$ cat src/rtl/core/opl_pkg.sv
`timescale 1ns / 1ps
// ----------------------------------------------------------------------------
// Ordered list package
// Shared widths, command and status codes, and payload types for the ordered
// list engine.
// ----------------------------------------------------------------------------
package opl_pkg;

  localparam int Capacity   = 64;
  localparam int EntryWidth = 32;
  localparam int IdxW       = $clog2(Capacity);
  localparam int CntW       = $clog2(Capacity + 1);

  // Command codes.
  localparam logic [3:0] CMD_APPEND       = 4'd0;
  localparam logic [3:0] CMD_PREPEND      = 4'd1;
  localparam logic [3:0] CMD_INSERT       = 4'd2;
  localparam logic [3:0] CMD_REPLACE      = 4'd3;
  localparam logic [3:0] CMD_REMOVE_AT    = 4'd4;
  localparam logic [3:0] CMD_REMOVE_VALUE = 4'd5;
  localparam logic [3:0] CMD_REMOVE_LAST  = 4'd6;
  localparam logic [3:0] CMD_CLEAR        = 4'd7;
  localparam logic [3:0] CMD_FIND         = 4'd8;
  localparam logic [3:0] CMD_READ         = 4'd9;
  localparam logic [3:0] CMD_BEFORE       = 4'd10;
  localparam logic [3:0] CMD_FIRST        = 4'd11;
  localparam logic [3:0] CMD_LAST         = 4'd12;
  localparam logic [3:0] CMD_COMPACT      = 4'd13;

  // Status codes.
  localparam logic [2:0] ST_OK        = 3'd0;
  localparam logic [2:0] ST_BAD_POS   = 3'd1;
  localparam logic [2:0] ST_DUPLICATE = 3'd2;
  localparam logic [2:0] ST_NOT_FOUND = 3'd3;
  localparam logic [2:0] ST_FULL      = 3'd4;

  typedef struct packed {
    logic [3:0]            command;
    logic [EntryWidth-1:0] entry_value;
    logic [CntW-1:0]       position;
  } in_item_t;

  typedef struct packed {
    logic [2:0]            status;
    logic [EntryWidth-1:0] result_value;
    logic [IdxW-1:0]       found_position;
    logic [CntW-1:0]       entry_count;
  } out_item_t;

endpackage

$ cat src/rtl/core/opl_ram.sv
`timescale 1ns / 1ps
// ----------------------------------------------------------------------------
// Ordered list entry RAM
// Single write port, single read port, registered read data.
// ----------------------------------------------------------------------------
module opl_ram (
  input  logic                                clk,
  input  logic                                wr_en,
  input  logic [opl_pkg::IdxW-1:0]            wr_addr,
  input  logic [opl_pkg::EntryWidth-1:0]      wr_data,
  input  logic [opl_pkg::IdxW-1:0]            rd_addr,
  output logic [opl_pkg::EntryWidth-1:0]      rd_data
);

  logic [opl_pkg::EntryWidth-1:0] mem [opl_pkg::Capacity];

  // Write port.
  always_ff @(posedge clk) begin
    if (wr_en) begin
      mem[wr_addr] <= wr_data;
    end
  end

  // Read port, registered.
  always_ff @(posedge clk) begin
    rd_data <= mem[rd_addr];
  end

endmodule

$ cat src/rtl/core/ordered_pointer_list_engine.sv
`timescale 1ns / 1ps
// ----------------------------------------------------------------------------
// Ordered list engine
// Bounded ordered list held in one RAM, with search, shift and compact walks.
// ----------------------------------------------------------------------------
// One command is processed at a time. Commands that touch at most one entry
// need no walk. Search, shift-insert, shift-remove and compact walk the
// stored entries through the single RAM read port, one entry per cycle;
// remove_value and a checked insert walk twice (search, then shift). The
// result sits in an output register; a new command is taken in the cycle
// after that result has been handed off.
module ordered_pointer_list_engine (
  input  logic                clk,
  input  logic                rst_n,
  input  logic                in_valid,
  output logic                in_stall,
  input  opl_pkg::in_item_t   in_data,
  output logic                out_valid,
  input  logic                out_stall,
  output opl_pkg::out_item_t  out_data,
  input  logic                cfg_valid,
  output logic                cfg_ready,
  input  logic                cfg_data
);

  localparam int IW = opl_pkg::IdxW;
  localparam int CW = opl_pkg::CntW;
  localparam int EW = opl_pkg::EntryWidth;

  // Sequencer state codes.
  localparam logic [3:0] S_IDLE    = 4'd0;
  localparam logic [3:0] S_SRCH    = 4'd1;  // search walk, issue reads
  localparam logic [3:0] S_DECIDE  = 4'd2;  // decide after search
  localparam logic [3:0] S_SHUP    = 4'd3;  // shift up for insert
  localparam logic [3:0] S_SHDN    = 4'd4;  // shift down for remove
  localparam logic [3:0] S_COMPACT = 4'd5;
  localparam logic [3:0] S_RD      = 4'd6;  // single read returns
  localparam logic [3:0] S_DONE    = 4'd8;
  localparam logic [3:0] S_OUT     = 4'd9;

  logic [3:0]  state_r, state_nxt;
  logic [CW-1:0] count_r, count_nxt;
  logic        dup_r;
  opl_pkg::in_item_t cmd_r, cmd_nxt;
  opl_pkg::out_item_t res_r, res_nxt;

  // Walk control.
  logic [CW-1:0] idx_r, idx_nxt;       // read address counter
  logic          pend_r, pend_nxt;     // a read was issued last cycle
  logic [CW-1:0] pidx_r, pidx_nxt;     // address of that read
  logic [CW-1:0] wj_r, wj_nxt;         // compact write pointer
  logic          hit_r, hit_nxt;
  logic [CW-1:0] hidx_r, hidx_nxt;
  logic [EW-1:0] prev_r, prev_nxt;     // entry before the current one
  logic [EW-1:0] hval_r, hval_nxt;     // value before the match

  logic          wr_en;
  logic [IW-1:0] wr_addr, rd_addr;
  logic [EW-1:0] wr_data, rd_data;

  opl_ram u_ram (
    .clk     (clk),
    .wr_en   (wr_en),
    .wr_addr (wr_addr),
    .wr_data (wr_data),
    .rd_addr (rd_addr),
    .rd_data (rd_data)
  );

  assign in_stall  = (state_r != S_IDLE);
  assign out_valid = (state_r == S_OUT);
  assign out_data  = res_r;
  assign cfg_ready = 1'b1;

  logic [CW-1:0] pos_c;
  assign pos_c = cmd_r.position;

  // Position of an incoming command lies below the count.
  logic          in_pos_ok;
  assign in_pos_ok = (in_data.position < count_r);

  // Sequencer.
  always_comb begin
    state_nxt = state_r;
    count_nxt = count_r;
    cmd_nxt   = cmd_r;
    res_nxt   = res_r;
    idx_nxt   = idx_r;
    pend_nxt  = 1'b0;
    pidx_nxt  = idx_r;
    wj_nxt    = wj_r;
    hit_nxt   = hit_r;
    hidx_nxt  = hidx_r;
    prev_nxt  = prev_r;
    hval_nxt  = hval_r;
    wr_en     = 1'b0;
    wr_addr   = '0;
    wr_data   = cmd_r.entry_value;
    rd_addr   = idx_r[IW-1:0];

    case (state_r)
      // Command decode on acceptance; failures found here go straight to done.
      S_IDLE: begin
        idx_nxt = '0;
        hit_nxt = 1'b0;
        hidx_nxt = '0;
        wj_nxt  = '0;
        res_nxt = '0;
        if (in_valid) begin
          cmd_nxt  = in_data;
          prev_nxt = '0;
          case (in_data.command)
            opl_pkg::CMD_APPEND, opl_pkg::CMD_PREPEND, opl_pkg::CMD_INSERT: begin
              // Append and prepend are inserts at fixed positions.
              if (in_data.command == opl_pkg::CMD_APPEND) cmd_nxt.position = count_r;
              if (in_data.command == opl_pkg::CMD_PREPEND) cmd_nxt.position = '0;
              if (in_data.command == opl_pkg::CMD_INSERT &&
                  in_data.position > count_r) begin
                res_nxt.status = opl_pkg::ST_BAD_POS;
                state_nxt = S_DONE;
              end else if (dup_r) begin
                state_nxt = S_DECIDE;
              end else begin
                state_nxt = S_SRCH;
              end
            end
            opl_pkg::CMD_REPLACE: begin
              if (!in_pos_ok) begin
                res_nxt.status = opl_pkg::ST_BAD_POS;
                state_nxt = S_DONE;
              end else if (dup_r || in_data.entry_value == '0) begin
                state_nxt = S_DECIDE;
              end else begin
                state_nxt = S_SRCH;
              end
            end
            opl_pkg::CMD_REMOVE_AT: begin
              if (in_pos_ok) begin
                idx_nxt   = in_data.position + 1'b1;
                state_nxt = S_SHDN;
              end else begin
                res_nxt.status = opl_pkg::ST_BAD_POS;
                state_nxt = S_DONE;
              end
            end
            opl_pkg::CMD_REMOVE_VALUE, opl_pkg::CMD_FIND, opl_pkg::CMD_BEFORE:
              state_nxt = S_SRCH;
            opl_pkg::CMD_REMOVE_LAST: begin
              if (count_r != '0) count_nxt = count_r - 1'b1;
              else res_nxt.status = opl_pkg::ST_NOT_FOUND;
              state_nxt = S_DONE;
            end
            opl_pkg::CMD_CLEAR: begin
              count_nxt = '0;
              state_nxt = S_DONE;
            end
            opl_pkg::CMD_READ: begin
              if (in_pos_ok) begin
                rd_addr   = in_data.position[IW-1:0];
                state_nxt = S_RD;
              end else begin
                res_nxt.status = opl_pkg::ST_BAD_POS;
                state_nxt = S_DONE;
              end
            end
            opl_pkg::CMD_FIRST, opl_pkg::CMD_LAST: begin
              if (count_r != '0) begin
                if (in_data.command == opl_pkg::CMD_LAST) rd_addr = IW'(count_r - 1'b1);
                else rd_addr = '0;
                state_nxt = S_RD;
              end else begin
                res_nxt.status = opl_pkg::ST_NOT_FOUND;
                state_nxt = S_DONE;
              end
            end
            opl_pkg::CMD_COMPACT: state_nxt = S_COMPACT;
            default: state_nxt = S_DONE;
          endcase
        end
      end

      // Linear search: one read issued per cycle, compared in the cycle after.
      S_SRCH: begin
        if (pend_r && !hit_r) begin
          if (rd_data == cmd_r.entry_value) begin
            hit_nxt  = 1'b1;
            hidx_nxt = pidx_r;
            hval_nxt = (pidx_r == '0) ? '0 : prev_r;
            res_nxt.result_value = rd_data;
          end
          prev_nxt = rd_data;
        end
        if (!hit_nxt && idx_r < count_r) begin
          rd_addr  = idx_r[IW-1:0];
          pend_nxt = 1'b1;
          pidx_nxt = idx_r;
          idx_nxt  = idx_r + 1'b1;
        end else if (!pend_r || hit_nxt || idx_r >= count_r) begin
          state_nxt = S_DECIDE;
        end
      end

      S_DECIDE: begin
        res_nxt.status = opl_pkg::ST_OK;
        case (cmd_r.command)
          opl_pkg::CMD_APPEND, opl_pkg::CMD_PREPEND, opl_pkg::CMD_INSERT: begin
            if (hit_r) begin
              res_nxt.status = opl_pkg::ST_DUPLICATE;
              state_nxt = S_DONE;
            end else begin
              res_nxt.result_value = '0;
              if (count_r >= CW'(opl_pkg::Capacity)) begin
                res_nxt.status = opl_pkg::ST_FULL;
                state_nxt = S_DONE;
              end else begin
                idx_nxt   = count_r;
                state_nxt = S_SHUP;
              end
            end
          end
          opl_pkg::CMD_REPLACE: begin
            if (hit_r) begin
              res_nxt.status = opl_pkg::ST_DUPLICATE;
            end else begin
              wr_en   = 1'b1;
              wr_addr = pos_c[IW-1:0];
              res_nxt.result_value = cmd_r.entry_value;
            end
            state_nxt = S_DONE;
          end
          opl_pkg::CMD_REMOVE_VALUE: begin
            res_nxt.result_value = '0;
            if (hit_r) begin
              res_nxt.found_position = hidx_r[IW-1:0];
              idx_nxt   = hidx_r + 1'b1;
              state_nxt = S_SHDN;
            end else begin
              res_nxt.status = opl_pkg::ST_NOT_FOUND;
              state_nxt = S_DONE;
            end
          end
          opl_pkg::CMD_FIND: begin
            res_nxt.result_value = '0;
            if (hit_r) res_nxt.found_position = hidx_r[IW-1:0];
            else res_nxt.status = opl_pkg::ST_NOT_FOUND;
            state_nxt = S_DONE;
          end
          default: begin
            // Before: entry preceding the first match.
            if (hit_r && hidx_r != '0) begin
              res_nxt.result_value = hval_r;
            end else begin
              res_nxt.result_value = '0;
              res_nxt.status = opl_pkg::ST_NOT_FOUND;
            end
            state_nxt = S_DONE;
          end
        endcase
      end

      // Shift up: read k-1, write it to k, down to the insert position.
      S_SHUP: begin
        if (pend_r) begin
          wr_en   = 1'b1;
          wr_addr = pidx_r[IW-1:0] + 1'b1;
          wr_data = rd_data;
        end
        if (idx_r > pos_c) begin
          rd_addr  = IW'(idx_r - 1'b1);
          pend_nxt = 1'b1;
          pidx_nxt = idx_r - 1'b1;
          idx_nxt  = idx_r - 1'b1;
        end else if (!pend_r) begin
          wr_en   = 1'b1;
          wr_addr = pos_c[IW-1:0];
          wr_data = cmd_r.entry_value;
          count_nxt = count_r + 1'b1;
          res_nxt.result_value = cmd_r.entry_value;
          state_nxt = S_DONE;
        end
      end

      // Shift down: read k, write it to k-1.
      S_SHDN: begin
        if (pend_r) begin
          wr_en   = 1'b1;
          wr_addr = IW'(pidx_r - 1'b1);
          wr_data = rd_data;
        end
        if (idx_r < count_r) begin
          rd_addr  = idx_r[IW-1:0];
          pend_nxt = 1'b1;
          pidx_nxt = idx_r;
          idx_nxt  = idx_r + 1'b1;
        end else if (!pend_r) begin
          count_nxt = count_r - 1'b1;
          state_nxt = S_DONE;
        end
      end

      // Compact: copy nonzero entries down to the write pointer.
      S_COMPACT: begin
        if (pend_r && rd_data != '0) begin
          wr_en   = 1'b1;
          wr_addr = wj_r[IW-1:0];
          wr_data = rd_data;
          wj_nxt  = wj_r + 1'b1;
        end
        if (idx_r < count_r) begin
          rd_addr  = idx_r[IW-1:0];
          pend_nxt = 1'b1;
          pidx_nxt = idx_r;
          idx_nxt  = idx_r + 1'b1;
        end else if (!pend_r) begin
          count_nxt = wj_r;
          state_nxt = S_DONE;
        end
      end

      // Single read issued on acceptance; data valid here.
      S_RD: begin
        res_nxt.result_value = rd_data;
        state_nxt = S_DONE;
      end

      S_DONE: begin
        res_nxt.entry_count = count_r;
        state_nxt = S_OUT;
      end

      S_OUT: begin
        if (!out_stall) state_nxt = S_IDLE;
      end

      default: state_nxt = S_IDLE;
    endcase
  end

  // Control registers and the duplicate setting.
  always_ff @(posedge clk) begin
    if (!rst_n) begin
      state_r <= S_IDLE;
      count_r <= '0;
      dup_r   <= 1'b0;
      pend_r  <= 1'b0;
    end else begin
      if (cfg_valid && cfg_ready) dup_r <= cfg_data;
      state_r <= state_nxt;
      count_r <= count_nxt;
      pend_r  <= pend_nxt;
    end
  end

  // Datapath registers.
  always_ff @(posedge clk) begin
    cmd_r  <= cmd_nxt;
    idx_r  <= idx_nxt;
    pidx_r <= pidx_nxt;
    wj_r   <= wj_nxt;
    hit_r  <= hit_nxt;
    hidx_r <= hidx_nxt;
    prev_r <= prev_nxt;
    hval_r <= hval_nxt;
    res_r  <= res_nxt;
  end

endmodule
$ cat config.mk
export PLATFORM = sky130hd
export DESIGN_NAME = ordered_pointer_list_engine
export DESIGN_NICKNAME = d
export VERILOG_FILES = /design/src/rtl/core/opl_pkg.sv /design/src/rtl/core/opl_ram.sv /design/src/rtl/core/ordered_pointer_list_engine.sv
export SDC_FILE = /design/constraint.sdc
export NUM_CORES = 2
export LEC_CHECK = 0
export ABC_AREA = 1
export BUFFER_PORTS_ARGS = -buffer_cell sky130_fd_sc_hd__buf_4
export CAP_MARGIN = 20
export CELL_PAD_IN_SITES_DETAIL_PLACEMENT = 1
export CELL_PAD_IN_SITES_GLOBAL_PLACEMENT = 2
export CORE_MARGIN = 3
export CORE_UTILIZATION = 44
export CTS_CLUSTER_SIZE = 28
export DETAILED_ROUTE_END_ITERATION = 8
export PLACE_DENSITY = 0.86
export SLEW_MARGIN = 30
export SYNTH_ARGS = -nofsm -noshare
export SYNTH_HDL_FRONTEND = slang
export SYNTH_HIERARCHICAL = 1
export SYNTH_SLANG_ARGS = --single-unit
$ cat constraint.sdc
create_clock -name clk -period 6.3 [get_ports clk]
set_input_delay 1.575 -clock clk [delete_from_list [all_inputs] [get_ports clk]]
set_output_delay 1.575 -clock clk [all_outputs]
set_load 0.05 [all_outputs]
==> implementation parameters <==
Parameter                              Value

Status
  Run status ... finished clean

Timing
  Setup repair after global routing missed its margin ... no
  Clock skew ... 36.1 ps
  Count of endpoints failing setup in the final report ... 0
  Maximum frequency from static timing analysis ... 0.184 GHz
  Headroom to the max-slew limit ... 0.319
  Worst Tran Pin Value ... 1020 ps
  Final min period ... 5440 ps
  Number of pins with negative max-slew slack in the final report ... 0
  Final hold vios ... 0
  Sum Neg Setup Slack ... 0 ps
  Period utilization ... 0.864

Worst setup path
  Sort of element at the end of the critical path ... flip-flop
  R2R depth ... 20
  Endpoint of the worst register-to-register path ... u_ram/rd_data[20]
  Worst setup path category ... flip-flop to flip-flop
  Maximum fanout along the worst path ... 43
  Flop2flop setup slack ... 860 ps
  Worst R2R Start ... count_r[5]
  Critical Path Start Type ... flip-flop
  Worst EP required ... 7070 ps
  Critical Path AT ... 6210 ps

Hold path
  Hold depth ... 2
  Worst Hold Path EP ... hval_r[18]
  Hold Crit Start ... prev_r[18]
  Path type of the worst min-delay path ... flip-flop to flip-flop

Clock tree
  Sink count of the clock tree ... 2277
  Post-cts hold buffer count ... 0
  Reg clk slew, reported paths ... 60 ps
  Post-CTS Setup Repair Bufs ... 0
  Clock buffer depth ... 3
  Clock latency of the later-clocked register in the worst-skew pair ... 900 ps
  Root buf cell ... sky130_fd_sc_hd__clkbuf_16
  Total number of H-tree levels ... 4
  CTS buffer count ... 232
  Post-cts repair resize count ... 0
  Clock tree from TritonCTS ... done

Synth
  Register area share after synthesis ... 0.712
  Synthesized netlist net count ... 8451
  Synthesis Warnings ... 6
  Post-synth top flop ... sky130_fd_sc_hd__edfxtp_1
  Post-Synthesis Mean Instance Area ... 11.4 um2
  Synth cell count leaders ... sky130_fd_sc_hd__nand2_1, sky130_fd_sc_hd__edfxtp_1, sky130_fd_sc_hd__nand3_1
  Flop and latch count out of synthesis ... 2277
  Share of the synthesized area in the top cell type ... 0.701
  Cell area after synthesis ... 95300 um2
  Count of flip-flops with a built-in enable after synthesis ... 2225
  Proportion of register bits with asynchronous set or reset after synthesis ... 0
  Mapped Cells ... 8370
  Most common cell in the netlist ... sky130_fd_sc_hd__nand2_1
  Top cells by area, synth ... sky130_fd_sc_hd__edfxtp_1, sky130_fd_sc_hd__nand3_1, sky130_fd_sc_hd__nand2_1
  Unique cell type count in the Yosys netlist ... 52
  Cell type with the highest aggregate area in the netlist ... sky130_fd_sc_hd__edfxtp_1

Routing
  Number of detailed-route iterations in the first pass ... 6
  Post-detailed-route DRC marker count ... 0
  Antenna Nets Post-Route ... 0
  Post-detailed-route via-to-cell ratio ... 5.97
  Initial detailed-routing violation count ... 8039
  Total via count in the routed design ... 68900
  Sum of routed wire length over all layers ... 324 mm
  Routed wirelength normalized by instance count ... 28.1 um

Placed design
  Number of buffers added on ports ... 98
  Placer congestion estimate ... 0.871
  DPL Wire Length ... 191 mm

Cells and area
  Area growth from synthesis to layout ... 14.4%
  Share of post-route cells with drive strength above 1 ... 0.103
  Net count reported at finish ... 8593
  # fillers ... 22200
  Footprint of the multi-input gates ... 25000 um2
  Area used by sequential logic in the layout ... 67900 um2

Global routing
  Global-route wire length before repair ... 473 mm
  Largest net degree at the start of global routing ... 112
  Global route total overflow ... 0
  Via count of the first global-routing pass ... 71300
  Number of antenna violations at the first check in global routing ... 14
  Overall global routing resource usage ... 0.287

Floorplanning
  Total number of placement rows ... 170
  DIE HEIGHT ... 471 um
  Placeable core area ... 215000 um2
  Die width ... 471 um
  Starting density of the core ... 0.443
  Number of top-level pins ... 100
  Die Footprint ... 222000 um2

Job
  Max-cap viol count ... 0
[sequential cells by signal (all words and copies together) (netlist names)]
name	flops
cmd_r	36
prev_r	32
hit_r	1
dup_r	1
wj_r	7
pend_r	1
hval_r	32
u_ram/mem	2048
u_ram/rd_data	32
hidx_r	7
count_r	7
pos_c	7
idx_r	7
pidx_r	7
out_data	48
state_r	4
[final cells by class]
cell class / count / area share
Timing Repair Buffer: 415 / 0.0386
Inverter: 232 / 0.00834
Clock inverter: 134 / 0.0122
Clock buffer: 291 / 0.0565
Tap cell: 2838 / 0.0326
Multi-Input combinational cell: 5354 / 0.229
Antenna cell: 4 / 0.0000918
Sequential cell: 2277 / 0.622
[logic make-up after synthesis]
kind of cell / count (synthesis) / share of synthesized area
buffers and inverters: 739 / 0.0356
other: 1 / 0.0000394
AND/OR/NAND/NOR: 4977 / 0.226
adder cells (fa/ha/maj): 32 / 0.00420
XOR/XNOR: 30 / 0.00276
AO/OA/AOI/OAI: 314 / 0.0194
flip-flops: 2277 / 0.712
[metal layers]
metal / share of wire / up-vias / global-route usage
met5: 0.000065 / - / 0
met4: 0.042 / 4 / 0.120
met3: 0.089 / 625 / 0.0465
met2: 0.47 / 3210 / 0.467
met1: 0.40 / 35300 / 0.384
li1: - / 29800 / -
[worst max-delay path by stage]
stage                              endpoint  slack (ps)        from  cells after the start
after detailed placement  u_ram/rd_data[20]         220  in_data[6]                     20
after global routing      u_ram/rd_data[20]         510  count_r[5]                     20
after CTS                 u_ram/rd_data[20]         900  count_r[5]                     20
after global placement    u_ram/rd_data[20]         170  in_data[6]                     20
after floorplan            u_ram/mem[55][0]        1410    idx_r[2]                     14
final                     u_ram/rd_data[20]         860  count_r[5]                     20
[through the flow]
stage | hold WS, ps | worst slack [ps] | area, um2 | std cells | util
floorplan | 481 | 1410 | 95300 | 8370 | -
global route | 522 | 509 | 109000 | 11500 | 0.507
CTS | 508 | 898 | 109000 | 11500 | 0.506
finish | 500 | 856 | 109000 | 11500 | 0.507
detailed placement | 494 | 222 | 101000 | 11100 | 0.472
global placement | 484 | 167 | 101000 | 11100 | 0.470
[cells in the final DEF (no fill, tap or decap), types with 19 or more instances in the layout]
cell type / count
sky130_fd_sc_hd__a21oi_1: 114
sky130_fd_sc_hd__nor2_4: 67
sky130_fd_sc_hd__dfxtp_1: 51
sky130_fd_sc_hd__nor3b_1: 33
sky130_fd_sc_hd__buf_4: 333
sky130_fd_sc_hd__bufinv_16: 22
sky130_fd_sc_hd__nor3_1: 27
sky130_fd_sc_hd__ha_1: 32
sky130_fd_sc_hd__nor2_1: 255
sky130_fd_sc_hd__clkbuf_1: 50
sky130_fd_sc_hd__nand2_1: 2550
sky130_fd_sc_hd__edfxtp_1: 2225
sky130_fd_sc_hd__clkbuf_16: 236
sky130_fd_sc_hd__a22oi_1: 32
sky130_fd_sc_hd__nand3_1: 1996
sky130_fd_sc_hd__o21ai_0: 68
sky130_fd_sc_hd__nand4_1: 19
sky130_fd_sc_hd__buf_12: 59
sky130_fd_sc_hd__clkinv_2: 40
sky130_fd_sc_hd__a21oi_4: 34
sky130_fd_sc_hd__clkinv_1: 53
sky130_fd_sc_hd__inv_1: 211
[critical path, cell delays in order (launching register included)]
cell and delay [ps]:
sky130_fd_sc_hd__dfxtp_1 470, sky130_fd_sc_hd__clkinv_1 410, sky130_fd_sc_hd__ha_1 420, sky130_fd_sc_hd__nand2_1 100, sky130_fd_sc_hd__inv_1 50, sky130_fd_sc_hd__a21oi_1 260, sky130_fd_sc_hd__nand2_1 180, sky130_fd_sc_hd__nand2_1 150
sky130_fd_sc_hd__nand2_1 70, sky130_fd_sc_hd__o21ai_1 270, sky130_fd_sc_hd__o211ai_1 400, sky130_fd_sc_hd__inv_8 420, sky130_fd_sc_hd__buf_12 310, sky130_fd_sc_hd__buf_4 430, sky130_fd_sc_hd__nand3_1 130, sky130_fd_sc_hd__nand3_1 130
sky130_fd_sc_hd__nand3_1 100, sky130_fd_sc_hd__nand3_1 370, sky130_fd_sc_hd__nand2_1 240, sky130_fd_sc_hd__nand2_1 270, sky130_fd_sc_hd__nand2_1 80
Power is left out: the tool's default activity adds up to more than one toggle a clock period on the data nets, which glitch-free logic cannot reach.
